## src/rtl/iptb_pkg.sv

```systemverilog
// Package for the identity page table builder: widths, flag words, status codes,
// sequencer states and the entry unit control struct.
// No dependencies.
`default_nettype none

package iptb_pkg;

   localparam int POOL_PAGES_DEF    = 64;
   localparam int ENTRIES_PER_TABLE = 512;
   localparam int IDX_W             = 9;
   localparam int ADDR_W            = 48;
   localparam int ENTRY_W           = 64;
   localparam int PAGE_FIELD_W      = 6;
   localparam int STATUS_W          = 2;
   localparam int TUSED_W           = 7;
   localparam int PFN_W             = 20;
   localparam int CSR_DATA_W        = 32;
   localparam int CSR_ADDR_W        = 3;
   localparam int LEVEL_W           = 2;

   localparam logic [11:0]           DIR_FLAGS        = 12'h023;
   localparam logic [11:0]           UNCACHED_FLAGS   = 12'h018;
   localparam logic [CSR_DATA_W-1:0] TABLE_BASE_RESET = 32'h0010_0000;

   // register index, taken from paddr[2]
   localparam logic REG_TABLE_BASE = 1'b0;

   // request commands
   localparam logic CMD_MAP  = 1'b0;
   localparam logic CMD_READ = 1'b1;

   localparam logic [STATUS_W-1:0] ST_OK       = 2'd0;
   localparam logic [STATUS_W-1:0] ST_ROOT_IDX = 2'd1;
   localparam logic [STATUS_W-1:0] ST_POOL     = 2'd2;
   localparam logic [STATUS_W-1:0] ST_LOW_PAGE = 2'd3;

   localparam logic [LEVEL_W-1:0] LEVEL_ROOT = 2'd0;
   localparam logic [LEVEL_W-1:0] LEVEL_PDPT = 2'd1;
   localparam logic [LEVEL_W-1:0] LEVEL_DIR  = 2'd2;

   typedef enum logic [1:0] {
      ENT_CLEAR,
      ENT_DIR,
      ENT_LEAF,
      ENT_FILL
   } ent_mode_type;

   typedef struct packed {
      ent_mode_type      mode;
      logic [11:0]       flags;
      logic [IDX_W-1:0]  index;
   } ent_ctrl_type;

   typedef enum logic [3:0] {
      S_CLEAR,
      S_IDLE,
      S_READ_ISSUE,
      S_READ_DATA,
      S_WALK_ISSUE,
      S_WALK_EVAL,
      S_LEAF,
      S_FILL,
      S_FILL_TAIL,
      S_DONE
   } state_type;

endpackage

`default_nettype wire

```

## src/rtl/iptb_entry_unit.sv

```systemverilog
// Shared entry arithmetic: builds every word written to the pool and turns a
// present pointer back into a pool page number. Depends on iptb_pkg.
`default_nettype none

module iptb_entry_unit #(
   parameter int POOL_PAGES = iptb_pkg::POOL_PAGES_DEF
) (
   input  wire iptb_pkg::ent_ctrl_type                 ctrl,
   input  wire logic [iptb_pkg::PFN_W-1:0]             base_pfn,
   input  wire logic [$clog2(POOL_PAGES)-1:0]          new_page,
   input  wire logic [iptb_pkg::ADDR_W-1:0]            address,
   input  wire logic [iptb_pkg::ENTRY_W-1:0]           old_entry,
   output      logic [iptb_pkg::ENTRY_W-1:0]           wr_data,
   output      logic [iptb_pkg::PFN_W-1:0]             ptr_page
);
   import iptb_pkg::*;

   logic [PFN_W:0] new_pfn;

   // pool page address: base frame plus page number
   assign new_pfn  = {1'b0, base_pfn} + (PFN_W+1)'(new_page);
   // pointer back to page number, wraps modulo 2^20 like the frame field
   assign ptr_page = old_entry[31:12] - base_pfn;

   always_comb begin
      case (ctrl.mode)
         ENT_CLEAR: wr_data = '0;
         ENT_DIR:   wr_data = {31'b0, new_pfn, DIR_FLAGS};
         ENT_LEAF:  wr_data = {16'b0, address[47:12], ctrl.flags};
         ENT_FILL:  wr_data = {16'b0, address[47:21], ctrl.index,
                               old_entry[11:0] | ctrl.flags};
         default:   wr_data = '0;
      endcase
   end

endmodule

`default_nettype wire

```

## config.mk

```make
export PLATFORM = sky130hd
export DESIGN_NAME = iptb_entry_unit
export DESIGN_NICKNAME = d
export VERILOG_FILES = /design/src/rtl/iptb_pkg.sv /design/src/rtl/iptb_entry_unit.sv
export SDC_FILE = /design/constraint.sdc
export NUM_CORES = 1
export LEC_CHECK = 0
export BUFFER_PORTS_ARGS = -buffer_cell sky130_fd_sc_hd__buf_2
export CAP_MARGIN = 20
export CORE_AREA = 2 2 96 98
export DETAILED_ROUTE_END_ITERATION = 8
export DIE_AREA = 0 0 98 100
export PLACE_DENSITY_LB_ADDON = 0.1
export SYNTH_ARGS = -nofsm -noshare
export SYNTH_HDL_FRONTEND = slang
export SYNTH_SLANG_ARGS = --single-unit
```

## constraint.sdc

```tcl
create_clock -name vclk -period 2.06
set_input_delay 0.206 -clock vclk [all_inputs]
set_output_delay 0.206 -clock vclk [all_outputs]
set_load 0.05 [all_outputs]
```

==> results.rst <==
.. list-table::
   :header-rows: 1

   * - Metric
     - Value
   * - Antenna violations before repair
     - 0
   * - Fin nets
     - 816
   * - Hold-fix buffers, CTS
     - 0
   * - Via count of the first global-routing pass
     - between 3000 and 4000
   * - Maximum number of pins on one net before global-route repair
     - 42
   * - FFs & Latches
     - 0
   * - Floorplan core area
     - about 0.0089 sq mm
   * - Worst-case setup margin in the final layout
     - -0.257 ns
   * - Transition time at the pin with the least slew margin
     - between 0.6 and 0.7 ns
   * - Top cell types by occurrence after synthesis
     - sky130_fd_sc_hd__nand2_1, sky130_fd_sc_hd__o21ai_0, sky130_fd_sc_hd__a21oi_1
   * - Count of antenna diodes in the layout
     - 0
   * - Area used by multi-input combinational logic
     - 0.00298 sq mm
   * - Area taken by flip-flops and latches
     - 0 sq um
   * - Mean post-synth cell area
     - 6.75 sq um
   * - Port buffer count
     - between 150 and 200
   * - Post-synthesis sequential area ratio
     - 0
   * - DRC
     - 0
   * - Cell depth of the worst min-delay path
     - 4
   * - Final critical path time including I/O delays and setup
     - 2.32 ns
   * - Total Die Area
     - 0.00980 sq mm
   * - Post-synth cell types
     - 55
   * - Final Hold Viols
     - 0
   * - Highest attainable clock frequency
     - around 430 MHz
   * - Sink of the worst hold path
     - wr_data[28]
   * - Routed Wire Length
     - 11300 um
   * - Clock buffer instance count of the final layout
     - 0
   * - Kind of capture point of the worst setup path
     - output pin
   * - Global-route wire length before repair
     - approximately 18000 um
   * - Final period utilization
     - 1.12
   * - Die outline height
     - 100 um
   * - WL/cell
     - 15.3 um
   * - Cell area power density
     - approximately 420 mW/mm^2
   * - CP Launch Type
     - primary input
   * - Final-layout setup total negative slack
     - -2.31 ns
   * - Startpoint of the worst hold path
     - address[28]
   * - Area growth syn-to-layout
     - 117%
   * - Worst Path Class, Setup
     - primary input to output pin
   * - Path class of the lowest-slack min-delay path
     - primary input to output pin
   * - Warning count from the yosys run
     - 0
   * - Endpoint arrival time on the critical path
     - 2.11 ns
   * - Peak fanout along the critical path
     - 5
   * - Leakage Power
     - 2.52 nW
   * - Portion of synthesized cell area occupied by the leading cell type
     - 0.130
   * - Final design area excluding fillers
     - approximately 0.0052 sq mm
   * - Status
     - finished with violations
   * - Worst ir drop on vdd
     - between 0.2 and 0.3 mV
   * - Max-cap violations
     - 0
   * - Starting Density
     - 0.271
   * - Cell area after synthesis
     - 0.00241 sq mm
   * - Violations in the final reports
     - negative setup slack
   * - Launch point of the worst path
     - old_entry[12]
   * - Total congestion overflow
     - 0
   * - Most instantiated library cell after synthesis
     - sky130_fd_sc_hd__nand2_1
   * - Final Max Tran Viols
     - 0
   * - Layout cell share with drive strength beyond 1
     - 0.653
   * - Critical Path RT
     - 1.85 ns
   * - Hold slack final
     - 0.749 ns
   * - Main area contributors after synthesis
     - sky130_fd_sc_hd__ha_1, sky130_fd_sc_hd__xnor2_1, sky130_fd_sc_hd__nand2_1
   * - Filler Cells Inserted
     - 836
   * - Number of detailed-route iterations in the first pass
     - 4
   * - Routed Antenna Nets
     - 0
   * - Post-Syn Instances
     - 357
   * - Dominant cell type by area after synthesis
     - sky130_fd_sc_hd__ha_1
   * - Routed vias/inst
     - about 4.8
   * - Die width
     - 98 um
   * - Placer's final routability congestion estimate
     - slightly above 0.8
   * - Final HPWL DP
     - 9430 um
   * - Final setup violation count
     - 21
   * - Worst relative slew slack
     - 0.559
   * - Total Power
     - 2.22 mW
   * - Top-Level Pins
     - 245
   * - Overall global routing resource usage
     - 0.217
   * - Final core utilization
     - 0.589
   * - DR iter-0 viols
     - 70
   * - Routed via count
     - between 3000 and 4000
   * - Post-detailed-placement cell area
     - roughly 0.0044 sq mm
   * - RSZ-0062 raised after global routing
     - true
   * - Standard-cell rows
     - 35
-- layer usage --
layer / global-route usage / part of all wire / vias up
met5: 0 / 0 / -
met4: 0.00427 / 0.0019 / 0
met3: 0.0446 / 0.083 / 2
met2: 0.406 / 0.50 / 136
met1: 0.272 / 0.42 / 1625
li1: - / - / 1768
-- what timing repair did --
action                     in CTS  in global routing
pin swaps                      40                 26
setup endpoints to repair      30                 32
gates resized for setup       116                 47
setup buffers                   9                  5
-- cell usage in the layout (no fill, tap or decap), types with 4 or more instances in the layout --
| cell | instances |
|---|---|
| sky130_fd_sc_hd__ha_4 | 17 |
| sky130_fd_sc_hd__o21ai_2 | 20 |
| sky130_fd_sc_hd__buf_2 | 146 |
| sky130_fd_sc_hd__conb_1 | 16 |
| sky130_fd_sc_hd__xnor2_1 | 9 |
| sky130_fd_sc_hd__o21ai_0 | 15 |
| sky130_fd_sc_hd__inv_1 | 19 |
| sky130_fd_sc_hd__nor2b_1 | 13 |
| sky130_fd_sc_hd__and2_1 | 15 |
| sky130_fd_sc_hd__buf_6 | 43 |
| sky130_fd_sc_hd__o21a_1 | 7 |
| sky130_fd_sc_hd__mux2_2 | 9 |
| sky130_fd_sc_hd__buf_4 | 93 |
| sky130_fd_sc_hd__inv_2 | 6 |
| sky130_fd_sc_hd__a21o_1 | 6 |
| sky130_fd_sc_hd__xnor2_2 | 15 |
| sky130_fd_sc_hd__o31ai_4 | 4 |
| sky130_fd_sc_hd__a21oi_1 | 23 |
| sky130_fd_sc_hd__nand2_1 | 40 |
| sky130_fd_sc_hd__a21oi_2 | 5 |
| sky130_fd_sc_hd__ha_1 | 7 |
| sky130_fd_sc_hd__nor2_1 | 10 |
| sky130_fd_sc_hd__nand4_1 | 4 |
-- cell families after synthesis --
group | after synthesis | share of synthesized area
other cells | 1 | 0.00156
xor+xnor | 33 | 0.120
buf+inv | 60 | 0.124
simple gates | 110 | 0.231
compound gates | 116 | 0.332
mux | 10 | 0.0462
fa+ha+maj | 27 | 0.146
-- stage by stage --
stage / cells / worst slack, ns
3_3_place_gp: 723 / -0.430
5_1_grt: 737 / -0.345
6_report: 737 / -0.257
3_5_place_dp: 723 / -0.422
2_1_floorplan: 372 / -0.246
4_1_cts: 732 / -0.275
-- where the power goes --
group / leakage (nW) / switching [mW] / total [mW] / internal, mW
Clock: 0 / 0 / 0 / 0
Sequential: 0 / 0 / 0 / 0
Combinational: 2.52 / 1.30 / 2.22 / 0.913
Total: 2.52 / 1.30 / 2.22 / 0.913
-- layout make-up --
| class | instances | area share |
|---|---|---|
| multi-input cells | 312 | 0.570 |
| repair buffers | 287 | 0.381 |
| well taps | 111 | 0.0265 |
| inverters | 27 | 0.0225 |
-- worst max-delay path, stage by stage --
cell                      delay, ns
sky130_fd_sc_hd__buf_8         0.09
sky130_fd_sc_hd__inv_12        0.03
sky130_fd_sc_hd__ha_4          0.15
sky130_fd_sc_hd__fa_2          0.35
sky130_fd_sc_hd__and2b_1       0.21
sky130_fd_sc_hd__o31a_2        0.16
sky130_fd_sc_hd__o22ai_4       0.13
sky130_fd_sc_hd__buf_12        0.16
sky130_fd_sc_hd__o31ai_4       0.31
sky130_fd_sc_hd__xnor2_4       0.15
sky130_fd_sc_hd__buf_6         0.17
-- worst max path at each step --
| stage | to | slack [ns] | depth (start not counted) |
|---|---|---|---|
| after floorplan | ptr_page[6] | -0.25 | 8 |
| after global placement | ptr_page[18] | -0.43 | 10 |
| after detailed placement | ptr_page[18] | -0.42 | 10 |
| after CTS | ptr_page[16] | -0.27 | 10 |
| after global routing | ptr_page[12] | -0.34 | 11 |
| final | ptr_page[12] | -0.26 | 11 |
(Power assumes the default switching activity.)
